<file path="config.mk">
export PLATFORM = sky130hd
export DESIGN_NAME = clock_page_replacer_top
export DESIGN_NICKNAME = d
export VERILOG_FILES = /design/src/hw/rtl/clkpr_pkg.sv /design/src/hw/rtl/clkpr_ram.sv /design/src/hw/rtl/clkpr_datapath.sv /design/src/hw/rtl/clkpr_ctrl.sv /design/src/hw/rtl/clock_page_replacer_top.sv
export SDC_FILE = /design/constraint.sdc
export NUM_CORES = 1
export LEC_CHECK = 0
export ABC_CLOCK_PERIOD_IN_PS = 9300
export BUFFER_PORTS_ARGS = -buffer_cell sky130_fd_sc_hd__buf_2
export CELL_PAD_IN_SITES_DETAIL_PLACEMENT = 1
export CELL_PAD_IN_SITES_GLOBAL_PLACEMENT = 2
export CORE_UTILIZATION = 35
export DETAILED_ROUTE_END_ITERATION = 8
export PLACE_DENSITY_LB_ADDON = 0.1
export RECOVER_POWER = 100
export SLEW_MARGIN = 20
export SYNTH_ARGS = -nofsm -noshare
export SYNTH_HDL_FRONTEND = slang
export SYNTH_SLANG_ARGS = --single-unit
export TNS_END_PERCENT = 1
</file>
<file path="constraint.sdc">
create_clock -name clk -period 9.3 [get_ports clk]
set_clock_uncertainty 0.1 [all_clocks]
set_input_delay 0.465 -clock clk [delete_from_list [all_inputs] [get_ports clk]]
set_output_delay 0.465 -clock clk [all_outputs]
set_load 0.01 [all_outputs]
</file>
<file path="src/hw/rtl/clkpr_pkg.sv">
// ----------------------------------------------------------------------------
// clkpr_pkg
// Shared types and constants for the clock (second-chance) page replacer.
// ----------------------------------------------------------------------------
package clkpr_pkg;

  localparam int NUM_FRAMES_DEFAULT = 64;

  localparam int MODE_W  = 2;
  localparam int FRAME_W = 6;
  localparam int COUNT_W = 7;

  localparam logic [COUNT_W-1:0] CAPACITY_RESET = 7'd64;

  // request kinds; the fourth code is unused and changes nothing
  typedef enum logic [MODE_W-1:0] {
    MODE_VICTIM = 2'd0,
    MODE_PIN    = 2'd1,
    MODE_UNPIN  = 2'd2
  } mode_t;

  // frame table address source
  typedef enum logic [1:0] {
    ADDR_CLEAR = 2'd0,
    ADDR_HAND  = 2'd1,
    ADDR_FRAME = 2'd2
  } addr_sel_t;

  typedef struct packed {
    addr_sel_t addr_sel;
    logic      wr_en;
    logic      wr_ev;
    logic      wr_ref;
    logic      clear_adv;
    logic      latch;
    logic      hand_adv;
    logic      total_inc;
    logic      total_dec;
    logic      set_victim;
    logic      set_refused;
    logic      load_out;
  } clkpr_cmd_t;

  typedef struct packed {
    logic [MODE_W-1:0] mode;
    logic              clear_last;
    logic              total_zero;
    logic              in_range;
    logic              cap_full;
    logic              slot_ev;
    logic              slot_ref;
  } clkpr_status_t;

endpackage

</file>
<file path="src/hw/rtl/clkpr_ram.sv">
// ----------------------------------------------------------------------------
// clkpr_ram
// Generic single-write, single-read RAM with registered read data.
// ----------------------------------------------------------------------------
module clkpr_ram #(
  parameter int WIDTH = 2,
  parameter int DEPTH = 64,
  localparam int AW = (DEPTH > 1) ? $clog2(DEPTH) : 1
) (
  input  logic             clk,
  input  logic             wr_en,
  input  logic [AW-1:0]    wr_addr,
  input  logic [WIDTH-1:0] wr_data,
  input  logic [AW-1:0]    rd_addr,
  output logic [WIDTH-1:0] rd_data
);

  logic [WIDTH-1:0] mem [DEPTH];

  always_ff @(posedge clk) begin
    if (wr_en) begin
      mem[wr_addr] <= wr_data;
    end
    rd_data <= mem[rd_addr];
  end

endmodule

</file>
<file path="src/hw/rtl/clkpr_datapath.sv">
// ----------------------------------------------------------------------------
// clkpr_datapath
// Frame table, clock hand, evictable total, capacity and result registers.
// ----------------------------------------------------------------------------
module clkpr_datapath #(
  parameter int NUM_FRAMES = clkpr_pkg::NUM_FRAMES_DEFAULT
) (
  input  logic                              clk,
  input  logic                              rst,
  input  clkpr_pkg::clkpr_cmd_t             cmd,
  output clkpr_pkg::clkpr_status_t          status,
  input  logic [clkpr_pkg::MODE_W-1:0]      mode,
  input  logic [clkpr_pkg::FRAME_W-1:0]     frame,
  input  logic                              cfg_write,
  input  logic [clkpr_pkg::COUNT_W-1:0]     cfg_data,
  output logic                              victim_valid,
  output logic [clkpr_pkg::FRAME_W-1:0]     victim_frame,
  output logic                              refused,
  output logic [clkpr_pkg::COUNT_W-1:0]     evictable_count
);

  localparam int AW = $clog2(NUM_FRAMES);
  localparam logic [AW-1:0] LAST_FRAME = AW'(NUM_FRAMES - 1);

  logic [AW-1:0]                   clear_addr;
  logic [AW-1:0]                   hand;
  logic [clkpr_pkg::COUNT_W-1:0]   total;
  logic [clkpr_pkg::COUNT_W-1:0]   capacity;
  logic [clkpr_pkg::MODE_W-1:0]    req_mode;
  logic [clkpr_pkg::FRAME_W-1:0]   req_frame;
  logic                            res_valid;
  logic [clkpr_pkg::FRAME_W-1:0]   res_frame;
  logic                            res_refused;

  logic [AW-1:0] frame_addr;
  logic [AW-1:0] addr;
  logic [1:0]    wr_word;
  logic [1:0]    rd_word;

  assign frame_addr = AW'({{(32-clkpr_pkg::FRAME_W){1'b0}}, req_frame});

  always_comb begin
    unique case (cmd.addr_sel)
      clkpr_pkg::ADDR_CLEAR: addr = clear_addr;
      clkpr_pkg::ADDR_HAND:  addr = hand;
      clkpr_pkg::ADDR_FRAME: addr = frame_addr;
      default:               addr = hand;
    endcase
  end

  assign wr_word = {cmd.wr_ev, cmd.wr_ref};

  clkpr_ram #(
    .WIDTH (2),
    .DEPTH (NUM_FRAMES)
  ) u_table (
    .clk     (clk),
    .wr_en   (cmd.wr_en),
    .wr_addr (addr),
    .wr_data (wr_word),
    .rd_addr (addr),
    .rd_data (rd_word)
  );

  always_ff @(posedge clk) begin
    if (rst) begin
      clear_addr <= '0;
      hand       <= '0;
      total      <= '0;
      capacity   <= clkpr_pkg::CAPACITY_RESET;
    end else begin
      if (cmd.clear_adv) begin
        clear_addr <= (clear_addr == LAST_FRAME) ? '0 : clear_addr + 1'b1;
      end
      if (cmd.hand_adv) begin
        hand <= (hand == LAST_FRAME) ? '0 : hand + 1'b1;
      end
      if (cmd.total_inc) begin
        total <= total + 1'b1;
      end else if (cmd.total_dec) begin
        total <= total - 1'b1;
      end
      if (cfg_write) begin
        capacity <= cfg_data;
      end
    end
  end

  // request and result holding
  always_ff @(posedge clk) begin
    if (cmd.latch) begin
      req_mode    <= mode;
      req_frame   <= frame;
      res_valid   <= 1'b0;
      res_frame   <= '0;
      res_refused <= 1'b0;
    end else begin
      if (cmd.set_victim) begin
        res_valid <= 1'b1;
        res_frame <= clkpr_pkg::FRAME_W'({{(32-AW){1'b0}}, hand});
      end
      if (cmd.set_refused) begin
        res_refused <= 1'b1;
      end
    end
  end

  always_ff @(posedge clk) begin
    if (cmd.load_out) begin
      victim_valid    <= res_valid;
      victim_frame    <= res_frame;
      refused         <= res_refused;
      evictable_count <= total;
    end
  end

  always_comb begin
    status.mode       = req_mode;
    status.clear_last = (clear_addr == LAST_FRAME);
    status.total_zero = (total == '0);
    status.in_range   = ({{(32-clkpr_pkg::FRAME_W){1'b0}}, req_frame} < 32'(NUM_FRAMES));
    status.cap_full   = (total >= capacity);
    status.slot_ev    = rd_word[1];
    status.slot_ref   = rd_word[0];
  end

endmodule

</file>
<file path="src/hw/rtl/clkpr_ctrl.sv">
// ----------------------------------------------------------------------------
// clkpr_ctrl
// Sequencer for table clearing, request dispatch, clock sweep and output.
// ----------------------------------------------------------------------------
module clkpr_ctrl (
  input  logic                          clk,
  input  logic                          rst,
  input  logic                          in_valid,
  output logic                          in_ready,
  input  logic [clkpr_pkg::MODE_W-1:0]  mode,
  output logic                          out_valid,
  input  logic                          out_ready,
  input  clkpr_pkg::clkpr_status_t      status,
  output clkpr_pkg::clkpr_cmd_t         cmd
);

  typedef enum logic [6:0] {
    S_CLEAR = 7'b0000001,
    S_IDLE  = 7'b0000010,
    S_VREAD = 7'b0000100,
    S_VEVAL = 7'b0001000,
    S_FREAD = 7'b0010000,
    S_FEVAL = 7'b0100000,
    S_DONE  = 7'b1000000
  } state_t;

  state_t state;
  state_t state_next;
  logic   in_fire;

  assign in_ready = (state == S_IDLE);
  assign in_fire  = in_valid && in_ready;

  always_comb begin
    state_next = state;
    cmd        = '0;
    cmd.addr_sel = clkpr_pkg::ADDR_HAND;
    unique case (state)
      S_CLEAR: begin
        cmd.addr_sel  = clkpr_pkg::ADDR_CLEAR;
        cmd.wr_en     = 1'b1;
        cmd.clear_adv = 1'b1;
        if (status.clear_last) begin
          state_next = S_IDLE;
        end
      end
      S_IDLE: begin
        if (in_fire) begin
          cmd.latch = 1'b1;
          unique case (mode) inside
            clkpr_pkg::MODE_VICTIM:                     state_next = S_VREAD;
            clkpr_pkg::MODE_PIN, clkpr_pkg::MODE_UNPIN: state_next = S_FREAD;
            default:                                    state_next = S_DONE;
          endcase
        end
      end
      S_VREAD: begin
        state_next = S_VEVAL;
      end
      S_VEVAL: begin
        if (status.total_zero) begin
          state_next = S_DONE;
        end else if (!status.slot_ev) begin
          cmd.hand_adv = 1'b1;
          state_next   = S_VREAD;
        end else if (status.slot_ref) begin
          // second chance: drop the reference bit and move on
          cmd.wr_en    = 1'b1;
          cmd.wr_ev    = 1'b1;
          cmd.hand_adv = 1'b1;
          state_next   = S_VREAD;
        end else begin
          cmd.wr_en      = 1'b1;
          cmd.hand_adv   = 1'b1;
          cmd.total_dec  = 1'b1;
          cmd.set_victim = 1'b1;
          state_next     = S_DONE;
        end
      end
      S_FREAD: begin
        cmd.addr_sel = clkpr_pkg::ADDR_FRAME;
        state_next   = S_FEVAL;
      end
      S_FEVAL: begin
        cmd.addr_sel = clkpr_pkg::ADDR_FRAME;
        state_next   = S_DONE;
        if (status.in_range) begin
          if (status.mode == clkpr_pkg::MODE_PIN) begin
            if (status.slot_ev) begin
              cmd.wr_en     = 1'b1;
              cmd.total_dec = 1'b1;
            end
          end else if (status.slot_ev) begin
            cmd.wr_en  = 1'b1;
            cmd.wr_ev  = 1'b1;
            cmd.wr_ref = 1'b1;
          end else if (!status.cap_full) begin
            cmd.wr_en     = 1'b1;
            cmd.wr_ev     = 1'b1;
            cmd.wr_ref    = 1'b1;
            cmd.total_inc = 1'b1;
          end else begin
            cmd.set_refused = 1'b1;
          end
        end
      end
      S_DONE: begin
        // hold until the output word is free
        if (!out_valid || out_ready) begin
          cmd.load_out = 1'b1;
          state_next   = S_IDLE;
        end
      end
      default: begin
        state_next = S_IDLE;
      end
    endcase
  end

  always_ff @(posedge clk) begin
    if (rst) begin
      state     <= S_CLEAR;
      out_valid <= 1'b0;
    end else begin
      state     <= state_next;
      out_valid <= cmd.load_out || (out_valid && !out_ready);
    end
  end

endmodule

</file>
<file path="src/hw/rtl/clock_page_replacer_top.sv">
// Pin and unpin: read in S_FREAD, evaluate in S_FEVAL, load in S_DONE; unused mode: S_DONE only.
// Victim: S_VREAD and S_VEVAL per frame the hand visits (1 to 2*NUM_FRAMES frames), then S_DONE,
// as each visit is a read-then-write turn on the single frame table RAM.
// A finished result waits in the output register while the next word is accepted.
// After reset the frame table is cleared frame by frame with in_ready low;
// configuration writes are taken at any time.
// ----------------------------------------------------------------------------
// clock_page_replacer_top
// Clock (second-chance) page replacer: controller, datapath and frame table.
// ----------------------------------------------------------------------------
module clock_page_replacer_top #(
  parameter int NUM_FRAMES = clkpr_pkg::NUM_FRAMES_DEFAULT
) (
  input  logic                              clk,
  input  logic                              rst,
  input  logic                              in_valid,
  output logic                              in_ready,
  input  logic [clkpr_pkg::MODE_W-1:0]      mode,
  input  logic [clkpr_pkg::FRAME_W-1:0]     frame,
  output logic                              out_valid,
  input  logic                              out_ready,
  output logic                              victim_valid,
  output logic [clkpr_pkg::FRAME_W-1:0]     victim_frame,
  output logic                              refused,
  output logic [clkpr_pkg::COUNT_W-1:0]     evictable_count,
  input  logic                              cfg_valid,
  output logic                              cfg_ready,
  input  logic [clkpr_pkg::COUNT_W-1:0]     cfg_data
);

  clkpr_pkg::clkpr_cmd_t    cmd;
  clkpr_pkg::clkpr_status_t status;

  assign cfg_ready = 1'b1;

  clkpr_ctrl u_ctrl (
    .clk       (clk),
    .rst       (rst),
    .in_valid  (in_valid),
    .in_ready  (in_ready),
    .mode      (mode),
    .out_valid (out_valid),
    .out_ready (out_ready),
    .status    (status),
    .cmd       (cmd)
  );

  clkpr_datapath #(
    .NUM_FRAMES (NUM_FRAMES)
  ) u_datapath (
    .clk             (clk),
    .rst             (rst),
    .cmd             (cmd),
    .status          (status),
    .mode            (mode),
    .frame           (frame),
    .cfg_write       (cfg_valid && cfg_ready),
    .cfg_data        (cfg_data),
    .victim_valid    (victim_valid),
    .victim_frame    (victim_frame),
    .refused         (refused),
    .evictable_count (evictable_count)
  );

endmodule

</file>
==> run summary, run 1 <==
CP Class = flip-flop to flip-flop
Via count = 5996
# rows = 57
Hold Crit Class = input port to flip-flop
Worst setup path end = u_datapath.u_table.mem[45][1]
Largest net degree at the start of global routing = 66
DRT iter0 DRCs = 326
Routed length on met3 = 834 um
Overall power = 2.16 mW
NetSw = 700 uW
Port Buf Inserts = 36
Slew HR = -112%
Design Area, Final = 9790 um^2
P_int = 1.46 mW
Average cell area after synthesis = 12.2 um^2
CP arrival = 5.72 ns
Final setup viols = 0
H-tree depth = 4
Post-cts gate resize count = 0
Failing checks = capacitance limit, slew limit
Commonest non-fill, non-tap cell in the layout = edfxtp_1
Clk Tree Root Cell = clkbuf_16
Sw Ratio = 32.4%
Area after DPL = 9220 um^2
Commonest non-fill, non-tap cells in the layout = 151 x edfxtp_1, 76 x nand2_1, 63 x nor3_1, 54 x nor2_1, 44 x dfxtp_1
Hold Fails Final Rpt = 0
Die W = 160 um
Asr flop ratio synth = 0%
Clk pin slew, worst setup/hold paths = 0.08 ns
Cell count of the worst reg-to-reg path = 13
Initial Utilization = 35.8%
Critical Path RT = 9.34 ns
Hold_ws = 0.0976 ns
RSZ-0062 raised after global routing = no
Post-synthesis register bit count = 195
Routed WL = 23.9 mm
Pre-CTS setup slack = 5.14 ns
Crit path largest cell delay = 1.98 ns
Startpoint Class = flip-flop
Synth area leader = edfxtp_1
Pwr per Cell Area = 221 nW/um^2
Ratio of cells with drive above 1 in the final layout = 11.1%
Top layer in use = met4
Worst flop-to-flop path endpoint = u_datapath.u_table.mem[45][1]
Clock Latency Late Sink = 0.44 ns
Combinational share of power = 18.8%
Clock power share = 35.0%
Post-DP HPWL = 15.4 mm
Critical Path End Type = flip-flop
First-pass GRT wire length = 37.3 mm
DR pass1 iterations = 5
Worst Path Buf+Inv = 3
Worst Setup SP = u_datapath.total[0]
Worst path depth = 13
Post-Route Setup TNS = 0 ns
Lkg Pwr = 3.43 nW
Placer Congestion = 0.730
Run status = finished, violations left
Vias in the first global route = 6334
CP max stage cell = clkbuf_1
Reg power frac = 46.2%
Vias per std cell = 5.55
Gr ovfl total = 0
Post-synthesis cell type count = 81
Core Region = 24500 um^2
Crit-path most repeated cell = a21o_1
Max Slew Vio Count = 174
WL/cell = 22.2 um
TritonCTS Sinks = 195
Achievable frequency = 176 MHz
GRT Total Usage = 19.2%
CTS tree = done
Internal reg-to-reg setup slack = 3.63 ns
# IOs = 38
Reg2reg start = u_datapath.total[0]
Die Height = 160 um
Seq/Total Area, Yosys = 61.8%
Yosys warns = 0
Initial antenna violation count = 0
Synth-to-Final Area Change = 11.8%
Maxcap violations = 3
Area share of the largest cell type after synthesis = 51.8%
Worst Tran Pin Value = 3.18 ns
Synth area leaders = edfxtp_1 52%, dfxtp_1 10%, nor3_1 3.6%
Crit-path max FO = 65
Fin crit share = 61.0%
Max clock buf depth = 2
Final setup margin = 3.63 ns
Minimum clock period = 5.67 ns
# hold bufs at CTS = 0
Syn Inst Count = 719
Top FF cell, synth = edfxtp_1
Post-DRT Antenna Nets = 0
DR WL met2 = 11.8 mm
EDFF count, synth = 151
# DRC = 0
Total Die Area = 25700 um^2
Syn_nets = 756
Worst vdd ir = 0.107 mV
Cells along the critical path = inv_1 -> ha_1 -> nand2b_1 -> a21o_1 -> a21o_1 -> a21o_1 -> a21o_1 -> a21o_1 -> a21oi_1 -> o21a_2 -> clkbuf_1 -> a31o_2 -> buf_4
Cell area after synthesis = 8760 um^2
Postcts setup bufs = 0
Diode count = 0
DRT met1 WL = 10.9 mm
CP top delay family = buffers and inverters
Clock buffer count from CTS = 17
Layout Nets = 780
==> metal layers <==
layer  vias to the layer above  GRT usage [%]
met1                      3020           24.5
met2                       115           33.7
met5                         -              0
li1                       2837              -
met4                         0           5.41
met3                        24           2.57
==> final cells by class <==
class | instances | area, um^2
clock buffer | 18 | 429
clock inverter | 14 | 189
timing repair buffer | 45 | 211
fill | 2623 | 14700
sequential | 195 | 5420
multi-input combinational | 468 | 3080
tap | 324 | 405
inverter | 16 | 60.1
==> worst min-delay path by stage <==
stage / from / end / slack (ns) / depth (start not counted)
6_report: frame[2] / u_datapath.frame_addr[2] / 0.1 / 1
5_1_grt: frame[0] / u_datapath.frame_addr[0] / 0.08 / 1
4_1_cts: frame[2] / u_datapath.frame_addr[2] / 0.08 / 1
3_5_place_dp: u_datapath.res_frame[1] / u_datapath.victim_frame[1] / 0.32 / 0
3_3_place_gp: u_datapath.res_valid / u_datapath.victim_valid / 0.32 / 0
2_1_floorplan: u_datapath.res_frame[0] / u_datapath.victim_frame[0] / 0.31 / 0
==> cell usage after synthesis, types with 4 or more instances <==
| cell | instances |
|---|---|
| a22oi_1 | 15 |
| dfxtp_1 | 44 |
| ha_1 | 16 |
| o21ai_0 | 10 |
| xor2_1 | 8 |
| o2111ai_1 | 4 |
| a21oi_1 | 28 |
| buf_4 | 5 |
| a221oi_1 | 4 |
| and2_1 | 5 |
| mux2i_1 | 13 |
| nor3_1 | 63 |
| buf_2 | 13 |
| a31oi_1 | 6 |
| edfxtp_1 | 151 |
| xnor2_1 | 5 |
| clkbuf_1 | 18 |
| buf_6 | 4 |
| nand2b_1 | 5 |
| and3_1 | 6 |
| a221o_1 | 5 |
| o211ai_1 | 4 |
| inv_1 | 16 |
| nor4b_1 | 5 |
| nand3_1 | 16 |
| nor4_1 | 18 |
| a222oi_1 | 9 |
| nor2_1 | 54 |
| nand2_1 | 76 |
| a21o_1 | 11 |
==> per-stage QoR <==
stage	util (%)	cells
2_1_floorplan	-	719
5_1_grt	40.0	1080
3_5_place_dp	37.7	1048
6_report	40.0	1080
3_3_place_gp	37.7	1048
4_1_cts	40.2	1080
==> registers in the layout, indices dropped and copies added, names as in the netlist <==
name                        flops
u_ctrl.out_valid                1
u_ctrl.state                    7
u_datapath.capacity             7
u_datapath.clear_addr           6
u_datapath.evictable_count      7
u_datapath.frame_addr           6
u_datapath.hand                 6
u_datapath.refused              1
u_datapath.req_mode             2
u_datapath.res_frame            6
u_datapath.res_refused          1
u_datapath.res_valid            1
u_datapath.total                7
u_datapath.u_table.mem        128
u_datapath.u_table.rd_data      2
u_datapath.victim_frame         6
u_datapath.victim_valid         1
==> cell families after synthesis <==
logic type	share of synthesized area, %
compound gates	13.7
other cells	0.0428
xor+xnor	1.30
flops	61.8
fa+ha+maj	2.51
mux	1.61
buf+inv	3.14
simple gates	15.9
==> power by group through the flow <==
| stage | combinational (mW) | clock [mW] | sequential, mW |
|---|---|---|---|
| 6_report | 0.407 | 0.757 | 1.00 |
| 5_1_grt | 0.440 | 0.800 | 1.00 |
| 4_1_cts | 0.413 | 0.773 | 1.00 |
| 3_5_place_dp | 0.412 | 0 | 1.02 |
| 3_3_place_gp | 0.408 | 0 | 1.02 |
| 2_1_floorplan | 0.276 | 0 | 1.00 |
No activity file was read; power rests on OpenSTA's default activity.
==> run 2: changes to the inputs <==
--- a/config.mk
+++ b/config.mk
@@ -5,7 +5,7 @@
 export SDC_FILE = /design/constraint.sdc
 export NUM_CORES = 1
 export LEC_CHECK = 0
-export ABC_CLOCK_PERIOD_IN_PS = 9300
+export ABC_CLOCK_PERIOD_IN_PS = 5800
 export BUFFER_PORTS_ARGS = -buffer_cell sky130_fd_sc_hd__buf_2
 export CELL_PAD_IN_SITES_DETAIL_PLACEMENT = 1
 export CELL_PAD_IN_SITES_GLOBAL_PLACEMENT = 2
==> constraint.sdc (replaced) <==
create_clock -name clk -period 5.8 [get_ports clk]
set_clock_uncertainty 0.1 [all_clocks]
set_input_delay 0.29 -clock clk [delete_from_list [all_inputs] [get_ports clk]]
set_output_delay 0.29 -clock clk [all_outputs]
set_load 0.01 [all_outputs]
==> run summary, run 2 (synthesis gave the netlist of run 1 again) <==
Run status = finished, violations left (unchanged)
Failing checks = capacitance limit, slew limit (unchanged)
Area after DPL = 9240 um^2 (was 9220 um^2)
Crit-path max FO = 42 (was 65)
Crit path largest cell delay = 1.56 ns (was 1.98 ns)
Worst Path Buf+Inv = 1 (was 3)
CP max stage cell = a21oi_1 (was clkbuf_1)
GRT Total Usage = 19.5% (was 19.2%)
# rows = 57 (unchanged)
Clk pin slew, worst setup/hold paths = 0.07 ns (was 0.08 ns)
Fill count = 2617 (was 2623)
Pwr per Cell Area = 357 nW/um^2 (was 221 nW/um^2)
Most flop-heavy register = u_datapath.u_table.mem (unchanged)
# IOs = 38 (unchanged)
Synth-to-Final Area Change = 13.8% (was 11.8%)
DR pass1 iterations = 5 (unchanged)
Port Buf Inserts = 36 (unchanged)
Commonest non-fill, non-tap cells in the layout = 151 x edfxtp_1, 76 x nand2_1, 63 x nor3_1, 54 x nor2_1, 44 x dfxtp_1 (unchanged)
TritonCTS Sinks = 195 (unchanged)
WL/cell = 22.2 um (about the same)
Final setup viols = 0 (unchanged)
Initial antenna violation count = 0 (unchanged)
DRT iter0 DRCs = 409 (was 326)
Post-Route Setup TNS = 0 ns (unchanged)
Critical Path End Type = flip-flop (unchanged)
Total Die Area = 25700 um^2 (unchanged)
Fin crit share = 83.5% (was 61.0%)
Sw Ratio = 31.5% (was 32.4%)
Largest net degree at the start of global routing = 65 (was 66)
Reg power frac = 45.0% (was 46.2%)
Maxcap violations = 1 (was 3)
Combinational share of power = 18.8% (about the same)
Post-cts gate resize count = 0 (unchanged)
Lkg Pwr = 3.51 nW (was 3.43 nW)
Via count = 6055 (was 5996)
First-pass GRT wire length = 37.8 mm (was 37.3 mm)
Hold Fails Final Rpt = 0 (unchanged)
CP top delay family = compound AO/OA/AOI/OAI gates (was buffers and inverters)
Largest register FFs = 128 (unchanged)
Commonest non-fill, non-tap cell in the layout = edfxtp_1 (unchanged)
Gr ovfl total = 0 (unchanged)
Die W = 160 um (unchanged)
Max clock buf depth = 2 (unchanged)
CTS tree = done (unchanged)
Max Slew Vio Count = 24 (was 174)
H-tree depth = 4 (unchanged)
Worst flop-to-flop path endpoint = u_datapath.u_table.mem[1][0] (was u_datapath.u_table.mem[45][1])
Worst hold endpoint = u_datapath.capacity[6] (was u_datapath.frame_addr[2])
Placer Congestion = 0.755 (was 0.730)
Inst Count DP = 1050 (was 1048)
Vias in the first global route = 6353 (was 6334)
Worst vdd ir = 0.160 mV (was 0.107 mV)
Startpoint Class = flip-flop (unchanged)
Die Height = 160 um (unchanged)
Reg2reg start = u_datapath.total[2] (was u_datapath.total[0])
CP arrival = 4.90 ns (was 5.72 ns)
Hold_sp = cfg_data[6] (was frame[2])
Diode count = 0 (unchanged)
Routed WL = 24.3 mm (was 23.9 mm)
# DRC = 0 (unchanged)
Slew HR = -38.6% (was -112%)
Internal reg-to-reg setup slack = 0.95 ns (was 3.63 ns)
Minimum clock period = 4.85 ns (was 5.67 ns)
Hold Crit Class = input port to flip-flop (unchanged)
Layout Nets = 796 (was 780)
NetSw = 1.12 mW (was 700 uW)
Layout Cells excl Fill = 1096 (was 1080)
Worst Tran Pin Value = 2.08 ns (was 3.18 ns)
Critical Path RT = 5.86 ns (was 9.34 ns)
Core Region = 24500 um^2 (unchanged)
Post-DP HPWL = 15.8 mm (was 15.4 mm)
Design Area, Final = 9960 um^2 (was 9790 um^2)
Clk Tree Root Cell = clkbuf_16 (unchanged)
Ratio of cells with drive above 1 in the final layout = 11.4% (was 11.1%)
Clock power share = 36.2% (was 35.0%)
Clock buffer count from CTS = 17 (unchanged)
Cells along the critical path = or4_1 -> nor4_1 -> nor2_1 -> o21ai_0 -> nand2_1 -> a21oi_1 -> buf_4 -> nor3_1 (was inv_1 -> ha_1 -> nand2b_1 -> a21o_1 -> a21o_1 -> a21o_1 -> a21o_1 -> a21o_1 -> a21oi_1 -> o21a_2 -> clkbuf_1 -> a31o_2 -> buf_4)
Vias per std cell = 5.52 (was 5.55)
Achievable frequency = 206 MHz (was 176 MHz)
CP Class = flip-flop to flip-flop (unchanged)
Post-DRT Antenna Nets = 0 (unchanged)
Cell count of the worst reg-to-reg path = 8 (was 13)
P_int = 2.44 mW (was 1.46 mW)
Clock Latency Late Sink = 0.43 ns (was 0.44 ns)
Min-Delay Path Depth = 3 (was 1)
RSZ-0062 raised after global routing = no (unchanged)
Initial Utilization = 35.8% (unchanged)
[run 2: changes by cell type in the layout (fill, tap and decap cells not counted), moves of 2 or more]
| cell | before | now |
|---|---|---|
| dlygate4sd3_1 | 0 | 14 |
| buf_4 | 6 | 9 |
| clkbuf_1 | 24 | 21 |
| clkinv_8 | 5 | 2 |
| bufinv_16 | 1 | 3 |
| clkbuf_2 | 0 | 2 |
| clkinv_4 | 2 | 0 |
[run 2: cell type report]
cell class                 count  area (um^2)  area share (%)
inverter                      16         60.1           0.603
tap                          324          405            4.07
multi-input combinational    468         3070            30.8
clock buffer                  18          429            4.31
clock inverter                14          210            2.11
sequential                   195         5420            54.3
timing repair buffer          61          373            3.74
[run 2: how the worst max path moves through the flow]
stage / endpoint / slack, ns / from / cells past startpoint
after floorplan: u_datapath.u_table.mem[0][1] / 1.89 / u_datapath.total[0] / 11
after global placement: u_datapath.total[6] / 1.74 / u_datapath.total[0] / 18
after detailed placement: u_datapath.total[6] / 1.66 / u_datapath.total[0] / 18
after CTS: u_datapath.total[6] / 1.63 / u_datapath.total[0] / 18
after global routing: u_datapath.u_table.mem[9][1] / 0.71 / u_datapath.total[2] / 8
final: u_datapath.u_table.mem[1][0] / 0.95 / u_datapath.total[2] / 8
[run 2: power by group through the flow]
stage | Clock (mW) | Combinational [mW] | Sequential, mW
floorplan | 0 | 0.442 | 1.61
global placement | 0 | 0.660 | 1.63
detailed placement | 0 | 0.668 | 1.63
CTS | 1.31 | 0.678 | 1.60
global route | 1.37 | 0.721 | 1.61
finish | 1.29 | 0.668 | 1.60
[run 2: worst register-to-register path, stage by stage, from the launching register on]
cell	delay, ns
dfxtp_1	0.37
or4_1	0.53
nor4_1	0.55
nor2_1	0.29
o21ai_0	0.25
nand2_1	0.08
a21oi_1	1.56
buf_4	0.66
nor3_1	0.20
[run 2: what timing repair did]
action / 4_1_cts / 5_1_grt
hold buffers: 14 / 0
setup buffers: 0 / 0
hold endpoints to repair: 14 / 0
[run 2: stage by stage]
stage | hold WS, ns | utilization (%) | power [mW] | setup WS (ns)
4_1_cts | 0.00943 | 40.9 | 3.59 | 1.63
3_5_place_dp | 0.322 | 37.8 | 2.30 | 1.66
6_report | 0.0181 | 40.7 | 3.56 | 0.955
3_3_place_gp | 0.322 | 37.8 | 2.29 | 1.74
5_1_grt | 0.00785 | 40.7 | 3.70 | 0.715
2_1_floorplan | 0.280 | - | 2.05 | 1.89
[run 2: routing by layer]
metal | routed length, um | GRT usage [%] | vias to the layer above | part of all wire [%]
met3 | 814 | 2.83 | 19 | 3.3
li1 | - | - | 2860 | -
met4 | 305 | 5.02 | 0 | 1.3
met1 | 11200 | 25.8 | 3072 | 46
met2 | 12000 | 33.4 | 104 | 49
met5 | 0 | 0 | - | 0
==> run 3: changes to the inputs <==
--- a/config.mk
+++ b/config.mk
@@ -5,7 +5,7 @@
 export SDC_FILE = /design/constraint.sdc
 export NUM_CORES = 1
 export LEC_CHECK = 0
-export ABC_CLOCK_PERIOD_IN_PS = 5800
+export ABC_CLOCK_PERIOD_IN_PS = 4200
 export BUFFER_PORTS_ARGS = -buffer_cell sky130_fd_sc_hd__buf_2
 export CELL_PAD_IN_SITES_DETAIL_PLACEMENT = 1
 export CELL_PAD_IN_SITES_GLOBAL_PLACEMENT = 2
==> constraint.sdc (replaced) <==
create_clock -name clk -period 4.2 [get_ports clk]
set_clock_uncertainty 0.1 [all_clocks]
set_input_delay 0.21 -clock clk [delete_from_list [all_inputs] [get_ports clk]]
set_output_delay 0.21 -clock clk [all_outputs]
set_load 0.01 [all_outputs]
==> run summary, run 3 (synthesis gave the netlist of run 1 again) <==
Worst setup path end = u_datapath.total[6] (was u_datapath.u_table.mem[1][0])
Run status = finished clean (was finished, violations left)
Worst path depth = 18 (was 8)
Sw Ratio = 33.1% (was 31.5%)
Crit-path max FO = 6 (was 42)
Met1 GRT Util = 25.7% (was 25.8%)
Critical Path End Type = flip-flop (unchanged)
Crit path largest cell delay = 0.48 ns (was 1.56 ns)
Die W = 160 um (unchanged)
CP Class = flip-flop to flip-flop (unchanged)
Slew HR = 11.0% (was -38.6%)
Ratio of cells with drive above 1 in the final layout = 13.0% (was 11.4%)
Die Height = 160 um (unchanged)
GRT Total Usage = 20.1% (was 19.5%)
H-tree depth = 4 (unchanged)
Port Buf Inserts = 36 (unchanged)
Max clock buf depth = 2 (unchanged)
Routed WL = 24.8 mm (was 24.3 mm)
Clock power share = 34.6% (was 36.2%)
NetSw = 1.60 mW (was 1.12 mW)
Worst flop-to-flop path endpoint = u_datapath.total[6] (was u_datapath.u_table.mem[1][0])
Postcts setup bufs = 0 (unchanged)
Clk pin slew, worst setup/hold paths = 0.08 ns (was 0.07 ns)
Combinational share of power = 19.8% (was 18.8%)
CP arrival = 4.25 ns (was 4.90 ns)
Hold Fails Final Rpt = 0 (unchanged)
P_int = 3.24 mW (was 2.44 mW)
Cells along the critical path = inv_1 -> ha_1 -> nand2b_1 -> a21o_1 -> a21o_1 -> a21o_1 -> a21o_1 -> a21o_1 -> nand2_1 -> nand2_2 -> fa_1 -> a21o_1 -> a21oi_1 -> o21bai_1 -> a21oi_1 -> nor4_1 -> a221o_1 -> a21oi_1 (was or4_1 -> nor4_1 -> nor2_1 -> o21ai_0 -> nand2_1 -> a21oi_1 -> buf_4 -> nor3_1)
Minimum clock period = 3.99 ns (was 4.85 ns)
RSZ-0062 raised after global routing = no (unchanged)
Commonest non-fill, non-tap cells in the layout = 151 x edfxtp_1, 75 x nand2_1, 63 x nor3_1, 54 x nor2_1, 43 x dfxtp_1 (was 151 x edfxtp_1, 76 x nand2_1, 63 x nor3_1, 54 x nor2_1, 44 x dfxtp_1)
Overall power = 4.85 mW (was 3.56 mW)
Maxcap violations = 0 (was 1)
Initial antenna violation count = 0 (unchanged)
Clock Latency Late Sink = 0.44 ns (was 0.43 ns)
Most flop-heavy register = u_datapath.u_table.mem (unchanged)
Fin crit share = 94.9% (was 83.5%)
CP max stage cell = fa_1 (was a21oi_1)
Vias in the first global route = 6553 (was 6353)
Worst Path Buf+Inv = 1 (unchanged)
Crit-path most repeated cell = a21o_1
CP top delay family = compound AO/OA/AOI/OAI gates (unchanged)
Pwr per Cell Area = 481 nW/um^2 (was 357 nW/um^2)
Post-Route Setup TNS = 0 ns (unchanged)
Met2 Use GR = 34.8% (was 33.4%)
Gr ovfl total = 0 (unchanged)
Clock buffer count from CTS = 17 (unchanged)
Worst vdd ir = 0.251 mV (was 0.160 mV)
Largest net degree at the start of global routing = 65 (unchanged)
Achievable frequency = 251 MHz (was 206 MHz)
Placer Congestion = 0.790 (was 0.755)
TritonCTS Sinks = 195 (unchanged)
Fill count = 2648 (was 2617)
DR pass1 iterations = 4 (was 5)
WL/cell = 22.3 um (was 22.2 um)
Synth-to-Final Area Change = 15.1% (was 13.8%)
DRT iter0 DRCs = 314 (was 409)
Layout Nets = 811 (was 796)
Critical Path RT = 4.47 ns (was 5.86 ns)
Worst Setup SP = u_datapath.total[0] (was u_datapath.total[2])
Core Region = 24500 um^2 (unchanged)
Final setup viols = 0 (unchanged)
Via count = 6139 (was 6055)
Largest register FFs = 128 (unchanged)
Worst Tran Pin Value = 1.33 ns (was 2.08 ns)
# DRC = 0 (unchanged)
Commonest non-fill, non-tap cell in the layout = edfxtp_1 (unchanged)
First-pass GRT wire length = 38.9 mm (was 37.8 mm)
CTS tree = done (unchanged)
Most used routing layer in global routing = met2 (unchanged)
# IOs = 38 (unchanged)
Vias per std cell = 5.53 (was 5.52)
Cell count of the worst reg-to-reg path = 18 (was 8)
Total Die Area = 25700 um^2 (unchanged)
Clk Tree Root Cell = clkbuf_16 (unchanged)
Global routing usage on met3 = 2.94% (was 2.83%)
# rows = 57 (unchanged)
Initial Utilization = 35.8% (unchanged)
Internal reg-to-reg setup slack = 0.21 ns (was 0.95 ns)
Max Slew Vio Count = 0 (was 24)
Hold Crit Class = input port to flip-flop (unchanged)
Reg power frac = 45.6% (was 45.0%)
Post-DP HPWL = 16.4 mm (was 15.8 mm)
Diode count = 0 (unchanged)
Reg2reg start = u_datapath.total[0] (was u_datapath.total[2])
Startpoint Class = flip-flop (unchanged)
Lkg Pwr = 3.57 nW (was 3.51 nW)
Post-DRT Antenna Nets = 0 (unchanged)
==> run 3: power by group through the flow <==
stage	clock network (mW)	registers (mW)	logic, mW
4_1_cts	1.72	2.21	0.989
3_5_place_dp	0	2.25	0.972
2_1_floorplan	0	2.22	0.610
6_report	1.68	2.21	0.960
5_1_grt	1.79	2.22	1.04
3_3_place_gp	0	2.25	0.966
==> run 3: worst min path at each step <==
stage | startpoint | to | slack (ns) | cells past startpoint
finish | cfg_valid | u_datapath.capacity[6] | 0.05 | 3
global route | cfg_valid | u_datapath.capacity[6] | 0.08 | 3
CTS | cfg_valid | u_datapath.capacity[6] | 0.04 | 3
floorplan | in_valid | u_datapath.res_refused | 0.20 | 1
detailed placement | frame[0] | u_datapath.frame_addr[0] | 0.29 | 1
global placement | frame[3] | u_datapath.frame_addr[3] | 0.29 | 1
==> run 3: area by class of cell <==
class	instances	area (um^2)	share of cell area [%]
Sequential cell	195	5420	53.7
Multi-Input combinational cell	468	3070	30.5
Timing Repair Buffer	76	507	5.03
Clock buffer	17	425	4.22
Tap cell	324	405	4.02
Clock inverter	15	193	1.91
Inverter	16	60.1	0.596
==> run 3: worst register-to-register path, cell delays in order, from the launching register on <==
cell and delay [ns]:
dfxtp_2 0.39, inv_1 0.08, ha_1 0.26, nand2b_1 0.14, a21o_1 0.17, a21o_1 0.17
a21o_1 0.17, a21o_1 0.17, a21o_1 0.23, nand2_1 0.12, nand2_2 0.13, fa_1 0.48
a21o_1 0.18, a21oi_1 0.27, o21bai_1 0.10, a21oi_1 0.23, nor4_1 0.08, a221o_1 0.33
a21oi_1 0.14
==> run 3: timing repair <==
action	4_1_cts	5_1_grt
endpoints found under the setup margin	0	1
hold buffers	17	0
resized for setup	0	2
hold endpoints to repair	17	0
==> run 3: routing by layer <==
layer | share of wire, % | vias up
met5 | 0 | -
met4 | 1.8 | 0
met3 | 3.7 | 22
met2 | 51 | 129
met1 | 44 | 3098
li1 | - | 2890
==> run 3: metrics by stage <==
step	area, um^2	setup WS [ns]	hold WS, ns	utilization [%]	instances
floorplan	8760	0.285	0.200	-	719
global placement	9380	0.232	0.287	38.3	1062
detailed placement	9380	0.128	0.289	38.3	1062
CTS	10200	0.0909	0.0434	41.6	1111
global route	10100	0.0325	0.0797	41.2	1111
finish	10100	0.215	0.0528	41.2	1111
